**src/rtl/padded_length_prefixed_deframer_defines.svh**
```systemverilog
// assertion macros for the padded length-prefixed deframer
`ifndef PADDED_LENGTH_PREFIXED_DEFRAMER_DEFINES_SVH
`define PADDED_LENGTH_PREFIXED_DEFRAMER_DEFINES_SVH

// same-cycle implication
`define PLD_ASSERT_NOW(name, clk, rstn, ante, cons) \
    name: assert property (@(posedge clk) disable iff (!(rstn)) (ante) |-> (cons)) \
        else $error("pld assertion failed");

// next-cycle implication
`define PLD_ASSERT_NEXT(name, clk, rstn, ante, cons) \
    name: assert property (@(posedge clk) disable iff (!(rstn)) (ante) |=> (cons)) \
        else $error("pld assertion failed");

`endif

```
**src/rtl/pld_pkg.sv**
```systemverilog
// shared types and constants for the padded length-prefixed deframer
`default_nettype none

package pld_pkg;

    localparam int MAX_FRAME_DEF = 16384;
    localparam int CFG_W         = 15;
    localparam int PLEN_W        = 15;
    localparam int HDR_BYTES     = 4;

    localparam logic [CFG_W-1:0] MAX_BODY_RESET = 15'd16384;

    localparam logic [1:0] ST_OK       = 2'd0;
    localparam logic [1:0] ST_OVERSIZE = 2'd1;
    localparam logic [1:0] ST_BADPAD   = 2'd2;
    localparam logic [1:0] ST_SINKFULL = 2'd3;

    typedef struct packed {
        logic [7:0] rx_byte;
        logic       link_restart;
        logic       sink_full;
    } in_t;

    typedef struct packed {
        logic              byte_valid;
        logic [7:0]        data_byte;
        logic              frame_done;
        logic [PLEN_W-1:0] payload_len;
        logic [1:0]        frame_status;
    } out_t;

endpackage

`default_nettype wire

```
**src/rtl/pld_in_stage.sv**
```systemverilog
// input register of the deframer
`default_nettype none

module pld_in_stage (
    input  wire logic          aclk,
    input  wire logic          aresetn,
    input  wire logic          s_valid,
    output logic               s_ready,
    input  wire pld_pkg::in_t  s_data,
    input  wire logic          advance,
    output logic               item_valid,
    output pld_pkg::in_t       item
);

    logic         valid_reg;
    logic         valid_next;
    pld_pkg::in_t data_reg;

    assign s_ready    = !valid_reg || advance;
    assign item_valid = valid_reg;
    assign item       = data_reg;

    always_comb begin
        valid_next = valid_reg;
        if (s_valid && s_ready) begin
            valid_next = 1'b1;
        end else if (advance) begin
            valid_next = 1'b0;
        end
    end

    always_ff @(posedge aclk) begin
        if (!aresetn) begin
            valid_reg <= 1'b0;
        end else begin
            valid_reg <= valid_next;
        end
        if (s_valid && s_ready) begin
            data_reg <= s_data;
        end
    end

endmodule

`default_nettype wire

```
**src/rtl/pld_parser.sv**
```systemverilog
// frame parser: header assembly, body forwarding and padding check
`default_nettype none
`include "padded_length_prefixed_deframer_defines.svh"

module pld_parser #(
    parameter int MAX_FRAME = pld_pkg::MAX_FRAME_DEF
) (
    input  wire logic                      aclk,
    input  wire logic                      aresetn,
    input  wire logic                      cfg_we,
    input  wire logic [pld_pkg::CFG_W-1:0] cfg_value,
    input  wire logic                      advance,
    input  wire pld_pkg::in_t              item,
    output logic                           produce,
    output pld_pkg::out_t                  result
);

    localparam int LIM_CAP = (MAX_FRAME < 32767) ? MAX_FRAME : 32767;
    localparam int LEN_W   = $clog2(LIM_CAP + 1);
    localparam logic [pld_pkg::CFG_W-1:0] LIM_CAP_V = pld_pkg::CFG_W'(LIM_CAP);

    typedef enum logic [1:0] {
        PH_HEADER,
        PH_BODY,
        PH_DEAD
    } phase_t;

    phase_t                     phase_reg, phase_next;
    logic [1:0]                 cnt_reg, cnt_next;
    logic [23:0]                hdr_reg, hdr_next;
    logic [LEN_W-1:0]           len_reg, len_next;
    logic [LEN_W-1:0]           rem_reg, rem_next;
    logic [15:0]                tail_reg, tail_next;
    logic [pld_pkg::CFG_W-1:0]  max_len_reg;

    logic [pld_pkg::CFG_W-1:0]  limit;
    logic [31:0]                full_len;
    logic [15:0]                tail_new;
    logic [15:0]                len16;
    logic [15:0]                len_m2;
    logic [15:0]                plen16;
    logic                       bad_pad;

    assign limit    = (max_len_reg > LIM_CAP_V) ? LIM_CAP_V : max_len_reg;
    assign full_len = {item.rx_byte, hdr_reg};
    assign tail_new = {item.rx_byte, tail_reg[15:8]};
    assign len16    = 16'(len_reg);
    assign len_m2   = len16 - 16'd2;
    assign bad_pad  = (len16 >= 16'd2) && (tail_new > len_m2);
    assign plen16   = (len16 >= 16'd2) ? (len_m2 - tail_new) : len16;

    always_comb begin
        phase_next = phase_reg;
        cnt_next   = cnt_reg;
        hdr_next   = hdr_reg;
        len_next   = len_reg;
        rem_next   = rem_reg;
        tail_next  = tail_reg;
        produce    = 1'b0;
        result     = '0;
        if (advance) begin
            if (item.link_restart) begin
                phase_next = PH_HEADER;
                cnt_next   = '0;
                hdr_next   = '0;
                len_next   = '0;
                rem_next   = '0;
                tail_next  = '0;
            end else begin
                unique case (phase_reg)
                    PH_HEADER: begin
                        hdr_next = {item.rx_byte, hdr_reg[23:8]};
                        cnt_next = cnt_reg + 2'd1;
                        if (cnt_reg == 2'(pld_pkg::HDR_BYTES - 1)) begin
                            hdr_next = '0;
                            if (full_len > 32'(limit)) begin
                                phase_next          = PH_DEAD;
                                produce             = 1'b1;
                                result.frame_done   = 1'b1;
                                result.frame_status = pld_pkg::ST_OVERSIZE;
                            end else if (full_len == 32'd0) begin
                                produce           = 1'b1;
                                result.frame_done = 1'b1;
                                if (item.sink_full) begin
                                    phase_next          = PH_DEAD;
                                    result.frame_status = pld_pkg::ST_SINKFULL;
                                end
                            end else begin
                                phase_next = PH_BODY;
                                len_next   = full_len[LEN_W-1:0];
                                rem_next   = full_len[LEN_W-1:0];
                                tail_next  = '0;
                            end
                        end
                    end
                    PH_BODY: begin
                        tail_next         = tail_new;
                        rem_next          = rem_reg - LEN_W'(1);
                        produce           = 1'b1;
                        result.byte_valid = 1'b1;
                        result.data_byte  = item.rx_byte;
                        if (rem_reg == LEN_W'(1)) begin
                            result.frame_done = 1'b1;
                            if (bad_pad) begin
                                phase_next          = PH_DEAD;
                                result.frame_status = pld_pkg::ST_BADPAD;
                            end else if (item.sink_full) begin
                                phase_next          = PH_DEAD;
                                result.frame_status = pld_pkg::ST_SINKFULL;
                            end else begin
                                result.payload_len = pld_pkg::PLEN_W'(plen16[LEN_W-1:0]);
                                phase_next         = PH_HEADER;
                                cnt_next           = '0;
                                hdr_next           = '0;
                                len_next           = '0;
                                rem_next           = '0;
                                tail_next          = '0;
                            end
                        end
                    end
                    default: begin
                    end
                endcase
            end
        end
    end

    always_ff @(posedge aclk) begin
        if (!aresetn) begin
            phase_reg   <= PH_HEADER;
            cnt_reg     <= '0;
            hdr_reg     <= '0;
            len_reg     <= '0;
            rem_reg     <= '0;
            tail_reg    <= '0;
            max_len_reg <= pld_pkg::MAX_BODY_RESET;
        end else begin
            phase_reg <= phase_next;
            cnt_reg   <= cnt_next;
            hdr_reg   <= hdr_next;
            len_reg   <= len_next;
            rem_reg   <= rem_next;
            tail_reg  <= tail_next;
            if (cfg_we) begin
                max_len_reg <= cfg_value;
            end
        end
    end

    `PLD_ASSERT_NOW(a_dead_quiet, aclk, aresetn,
        advance && phase_reg == PH_DEAD && !item.link_restart, !produce)
    `PLD_ASSERT_NEXT(a_ok_rearms, aclk, aresetn,
        produce && result.frame_done && result.frame_status == pld_pkg::ST_OK,
        phase_reg == PH_HEADER && cnt_reg == 2'd0)
    `PLD_ASSERT_NEXT(a_error_dead, aclk, aresetn,
        produce && result.frame_done && result.frame_status != pld_pkg::ST_OK,
        phase_reg == PH_DEAD)

endmodule

`default_nettype wire

```
**src/rtl/pld_out_stage.sv**
```systemverilog
// result register of the deframer
`default_nettype none

module pld_out_stage (
    input  wire logic          aclk,
    input  wire logic          aresetn,
    input  wire logic          load,
    input  wire pld_pkg::out_t res,
    output logic               free,
    output logic               m_valid,
    input  wire logic          m_ready,
    output pld_pkg::out_t      m_data
);

    logic          valid_reg;
    logic          valid_next;
    pld_pkg::out_t data_reg;

    assign free    = !valid_reg || m_ready;
    assign m_valid = valid_reg;
    assign m_data  = data_reg;

    always_comb begin
        valid_next = valid_reg;
        if (load) begin
            valid_next = 1'b1;
        end else if (m_ready) begin
            valid_next = 1'b0;
        end
    end

    always_ff @(posedge aclk) begin
        if (!aresetn) begin
            valid_reg <= 1'b0;
        end else begin
            valid_reg <= valid_next;
        end
        if (load) begin
            data_reg <= res;
        end
    end

endmodule

`default_nettype wire

```
**src/rtl/padded_length_prefixed_deframer.sv**
```systemverilog
// Padded length-prefixed deframer. Each received byte passes through an input
// register, one parser update and a result register, so one byte is taken per
// clock and its result is then presented by the result register; the rate is
// set by the single parser state update per byte, and the input stalls only
// while the result register holds a result the sink has not yet taken. A
// frame is a 4-byte little-endian body length followed by the body; every body
// byte is passed on and the last one also carries the payload length with
// padding stripped. An oversize length, a bad padding count or a full sink at
// the end of a frame reports an error and the parser stays dead until an item
// with link_restart set. The length limit register may be written at any time
// the block is idle; cfg_ready is always high and the new limit applies to the
// next header.
`default_nettype none

module padded_length_prefixed_deframer #(
    parameter int MAX_FRAME = pld_pkg::MAX_FRAME_DEF
) (
    input  wire logic                      aclk,
    input  wire logic                      aresetn,
    input  wire logic                      s_valid,
    output logic                           s_ready,
    input  wire pld_pkg::in_t              s_data,
    output logic                           m_valid,
    input  wire logic                      m_ready,
    output pld_pkg::out_t                  m_data,
    input  wire logic                      cfg_valid,
    output logic                           cfg_ready,
    input  wire logic [pld_pkg::CFG_W-1:0] cfg_data
);

    logic          item_valid;
    pld_pkg::in_t  item;
    logic          out_free;
    logic          advance;
    logic          produce;
    pld_pkg::out_t res;

    assign cfg_ready = 1'b1;
    assign advance   = item_valid && out_free;

    pld_in_stage u_in (
        .aclk       (aclk),
        .aresetn    (aresetn),
        .s_valid    (s_valid),
        .s_ready    (s_ready),
        .s_data     (s_data),
        .advance    (advance),
        .item_valid (item_valid),
        .item       (item)
    );

    pld_parser #(
        .MAX_FRAME (MAX_FRAME)
    ) u_parser (
        .aclk      (aclk),
        .aresetn   (aresetn),
        .cfg_we    (cfg_valid && cfg_ready),
        .cfg_value (cfg_data),
        .advance   (advance),
        .item      (item),
        .produce   (produce),
        .result    (res)
    );

    pld_out_stage u_out (
        .aclk    (aclk),
        .aresetn (aresetn),
        .load    (advance && produce),
        .res     (res),
        .free    (out_free),
        .m_valid (m_valid),
        .m_ready (m_ready),
        .m_data  (m_data)
    );

endmodule

`default_nettype wire

```
**config.mk**
```make
export PLATFORM = sky130hd
export DESIGN_NAME = padded_length_prefixed_deframer
export DESIGN_NICKNAME = d
export VERILOG_FILES = /design/src/rtl/pld_pkg.sv /design/src/rtl/pld_in_stage.sv /design/src/rtl/pld_parser.sv /design/src/rtl/pld_out_stage.sv /design/src/rtl/padded_length_prefixed_deframer.sv
export VERILOG_INCLUDE_DIRS = /design/src /design/src/rtl
export SDC_FILE = /design/constraint.sdc
export NUM_CORES = 1
export LEC_CHECK = 0
export ABC_AREA = 1
export ABC_CLOCK_PERIOD_IN_PS = 10000
export BUFFER_PORTS_ARGS = -buffer_cell sky130_fd_sc_hd__buf_2
export CORE_MARGIN = 10
export CORE_UTILIZATION = 60
export CTS_CLUSTER_SIZE = 20
export DETAILED_ROUTE_END_ITERATION = 16
export GPL_TIMING_DRIVEN = 0
export HOLD_SLACK_MARGIN = 0.03
export MAX_ROUTING_LAYER = met4
export PLACE_DENSITY = 0.8
export SETUP_SLACK_MARGIN = 0.2
export SLEW_MARGIN = 30
export SYNTH_ARGS = -nofsm -noshare
export SYNTH_HDL_FRONTEND = slang
export SYNTH_SLANG_ARGS = --single-unit
```
**constraint.sdc**
```tcl
create_clock -name aclk -period 10 [get_ports aclk]
set_clock_uncertainty 0.2 [all_clocks]
set_input_delay 1.5 -clock aclk [delete_from_list [all_inputs] [get_ports aclk]]
set_output_delay 1.5 -clock aclk [all_outputs]
set_load 0.02 [all_outputs]
```
==> flow_metrics.py <==
metrics = {
    "sta": {
        "rsz0062_at_grt": "no",
        "min_period_over_period_pct": 42.6,
        "fin_setup_tns_ps": 0,
        "slew_viol_final": 0,
        "fmax_mhz": 234,
        "hold_viol": 0,
        "worst_slew_pin_slew_ps": 635,
        "max_slew_margin_pct": 57.5,
        "post-route-min-period_ps": 4260,
        "final-setup-viol-count": 0,
    },
    "synthesis": {
        "synth_top_family_by_area": "simple AND/OR/NAND/NOR gates",
        "synth_area_sq_um": 7140,
        "yosysWarnings": 0,
        "ys_seq_area_share_pct": 38.8,
        "synth-edff-count": 37,
        "synth.distinct_cells": 41,
        "synth_nets": 1086,
        "ys_seq_elements": 120,
        "synth-xor-area-share_pct": 3.19,
        "synth_compound_area_share_pct": 10.6,
        "synth-async-reset-ratio_pct": 0,
        "synthSimpleGateAreaFrac_pct": 29.9,
        "synthMuxAreaShare_pct": 0,
        "ys.flop_type": "dfxtp_1",
        "synth_adder_area_share_pct": 8.86,
        "synth_cells": 1006,
        "syn_avg_cell_area_sq_um": 7.10,
    },
    "cells_and_area": {
        "drive_above_1_share_pct": 11.6,
        "area_growth_syn_to_layout_pct": 15.1,
        "diodes": 0,
        "design_area_sq_um": 8220,
        "postLayoutCoreUtil_pct": 71.4,
        "nNetsFinal": 1163,
        "final_cells": 1239,
        "largest_reg_flops": 27,
    },
    "die": {
        "die-area_sq_um": 16700,
        "pin_count": 60,
        "start_util_pct": 62.0,
        "fp.dieH_um": 129,
        "core_area_sq_um": 11500,
        "rows": 39,
        "die_x_um": 129,
    },
    "critical_path": {
        "cp-start-kind": "register",
        "rr_worst_depth": 22,
        "r2r_setup_slack_ps": 5740,
        "worstSetupPathType": "reg -> reg",
        "r2r_start": "u_parser.len_reg[1]$_SDFFE_PN0P_",
        "crit_fanout": 10,
        "end_kind": "register",
        "cp.arrival_ps": 4370,
        "crit_required_ps": 10100,
        "r2r-end": "u_parser.hdr_reg[21]$_SDFFE_PN0P_",
    },
    "clocking": {
        "ctsHtreeMaxLevel": 4,
        "cts_buffer_depth": 2,
        "post_cts_resized": 0,
        "cts_sinks": 120,
        "cts_root_buffer": "clkbuf_16",
        "hold_buffers": 0,
        "postCtsSetupBuffers": 0,
        "cts_tree": "done",
        "cts.clk_slew.worst_paths_ps": 60,
        "clock_latency_ps": 420,
        "numCtsBuffers": 17,
    },
    "global_route": {
        "grt_usage_pct": 22.6,
        "use_met1_pct": 27.7,
        "grt_max_degree": 28,
        "grt_pass1_wl_mm": 29.5,
        "grt_pass1_vias": 6140,
        "grtUsageMet3_pct": 3.96,
        "overflow": 0,
        "antenna_found_initial": 0,
        "gr-usage-met2_pct": 36.5,
        "busiest_layer": "met2",
    },
    "pwr": {
        "peakVddDrop_v": 0.000182,
        "finalPower_mw": 1.53,
        "power_leakage_nw": 3.85,
        "power.density_nw_per_um2": 186,
    },
    "placement": {
        "dp_hpwl_mm": 13.4,
        "dpl_cell_area_sq_um": 7610,
        "port_buffers": 58,
        "place.gp.congestion": 0.931,
        "dp_cells": 1207,
    },
    "worst_hold_path": {
        "hp-class": "reg -> reg",
        "hold_path_startpoint": "u_parser.hdr_reg[23]$_SDFFE_PN0P_",
        "holdPathStages": 2,
        "holdPathEnd": "u_parser.hdr_reg[23]$_SDFFE_PN0P_",
    },
    "routing": {
        "dr.first_iter.drc_count": 598,
        "final_antenna_net_count": 0,
        "drcViolationCount": 0,
        "wl_mm": 18.1,
        "post_drt_wl_per_cell_um": 14.6,
        "vias": 6684,
        "vias_per_cell": 5.39,
        "drt_first_pass_iters": 7,
    },
    "status": {
        "status": "finished, final reports clean",
    },
    "flow_run": {
        "maxCapViolCount": 0,
    },
}
==> how the worst max path moves through the flow <==
stage                                           startpoint                           endpoint  slack, ps  depth (start not counted)
after global placement    u_parser.len_reg[1]$_SDFFE_PN0P_   u_parser.rem_reg[4]$_SDFFE_PN0P_       5870                         24
after global routing      u_parser.len_reg[1]$_SDFFE_PN0P_  u_parser.hdr_reg[13]$_SDFFE_PN0P_       5170                         22
final                     u_parser.len_reg[1]$_SDFFE_PN0P_  u_parser.hdr_reg[21]$_SDFFE_PN0P_       5740                         22
after detailed placement  u_parser.len_reg[1]$_SDFFE_PN0P_  u_parser.tail_reg[9]$_SDFFE_PN0P_       5830                         22
after floorplan                                    m_ready                            s_ready       6550                          2
after CTS                 u_parser.len_reg[1]$_SDFFE_PN0P_  u_parser.hdr_reg[21]$_SDFFE_PN0P_       5700                         22
==> kinds of logic (layout without fill, tap and decap cells) <==
kind of cell	after synthesis	in the layout
fa+ha+maj	50	50
compound gates	146	146
flops	120	120
simple gates	510	510
xor+xnor	26	26
buf+inv	153	243
other cells	1	1
==> final cells by class <==
cell class	instances	area [sq um]
Clock inverter	14	175
Timing Repair Buffer	58	290
Fill cell	987	3300
Sequential cell	120	2770
Tap cell	143	179
Inverter	119	447
Clock buffer	18	429
Buffer	34	161
Multi-Input combinational cell	733	3760
==> cells in the final DEF, fill, tap and decap left out, types with 5 or more instances in the layout <==
cell	Yosys	routed
nor2_1	172	172
nand3_1	34	34
nor3_1	21	21
nand4_1	11	11
buf_2	9	67
inv_1	114	114
o21ai_0	48	48
a21oi_1	82	82
nand2_1	242	241
ha_1	49	49
clkbuf_16	0	17
nand2_2	4	5
xor2_1	17	17
edfxtp_1	37	37
xnor2_1	9	9
clkinv_4	0	5
nor2_2	6	6
clkbuf_1	20	21
dfxtp_1	83	83
==> per-stage QoR <==
step,worst slack [ps],hold slack [ps]
after floorplan,6550,244
after global placement,5870,261
after detailed placement,5830,261
after CTS,5700,270
after global routing,5170,304
final,5740,269
==> power breakdown <==
part / switching [mW] / total (mW) / internal (mW) / leakage (nW)
logic: 0.229 / 0.360 / 0.131 / 2.56
clock network: 0.234 / 0.626 / 0.393 / 0.286
registers: 0.0223 / 0.546 / 0.524 / 1.01
total: 0.485 / 1.53 / 1.05 / 3.85
==> synthesized netlist by cell type (4+ instances only) <==
library cell	instances	area, sq um
a21oi_1	82	410
o21ai_0	48	240
edfxtp_1	37	1110
ha_1	49	613
nor3_1	21	105
inv_1	114	428
nand2_1	242	908
xnor2_1	9	78.8
xor2_1	17	149
o21ai_1	4	20.0
nand2_2	4	25.0
clkbuf_1	20	75.1
dfxtp_1	83	1660
nor4_1	4	25.0
nand3_1	34	170
buf_2	9	45.0
nor2_2	6	37.5
nor2_1	172	646
nand4_1	11	68.8
==> routing by layer <==
metal	wire length, um	part of all wire, %
met2	8590	48
met4	445	2.5
met5	0	0
met1	8010	44
met3	1020	5.6
==> worst max-delay path, cell delays in order (launching register included) <==
cell and delay (ps):
dfxtp_1 350, inv_1 140, ha_1 220, nand2_1 70, nor2_1 190, nand3b_1 180, nor3_1 230, nand2_1 110
nor2_1 130, nand2_1 90, o21ai_0 140, o21ai_0 170, ha_1 430, nand2_1 80, nor2_1 180, nand2_1 100
nor3b_1 230, nor2_2 100, nand3_2 120, nand3b_2 150, buf_2 230, o21ai_0 230, a21oi_1 80
Power figures use the tool's default switching activity.
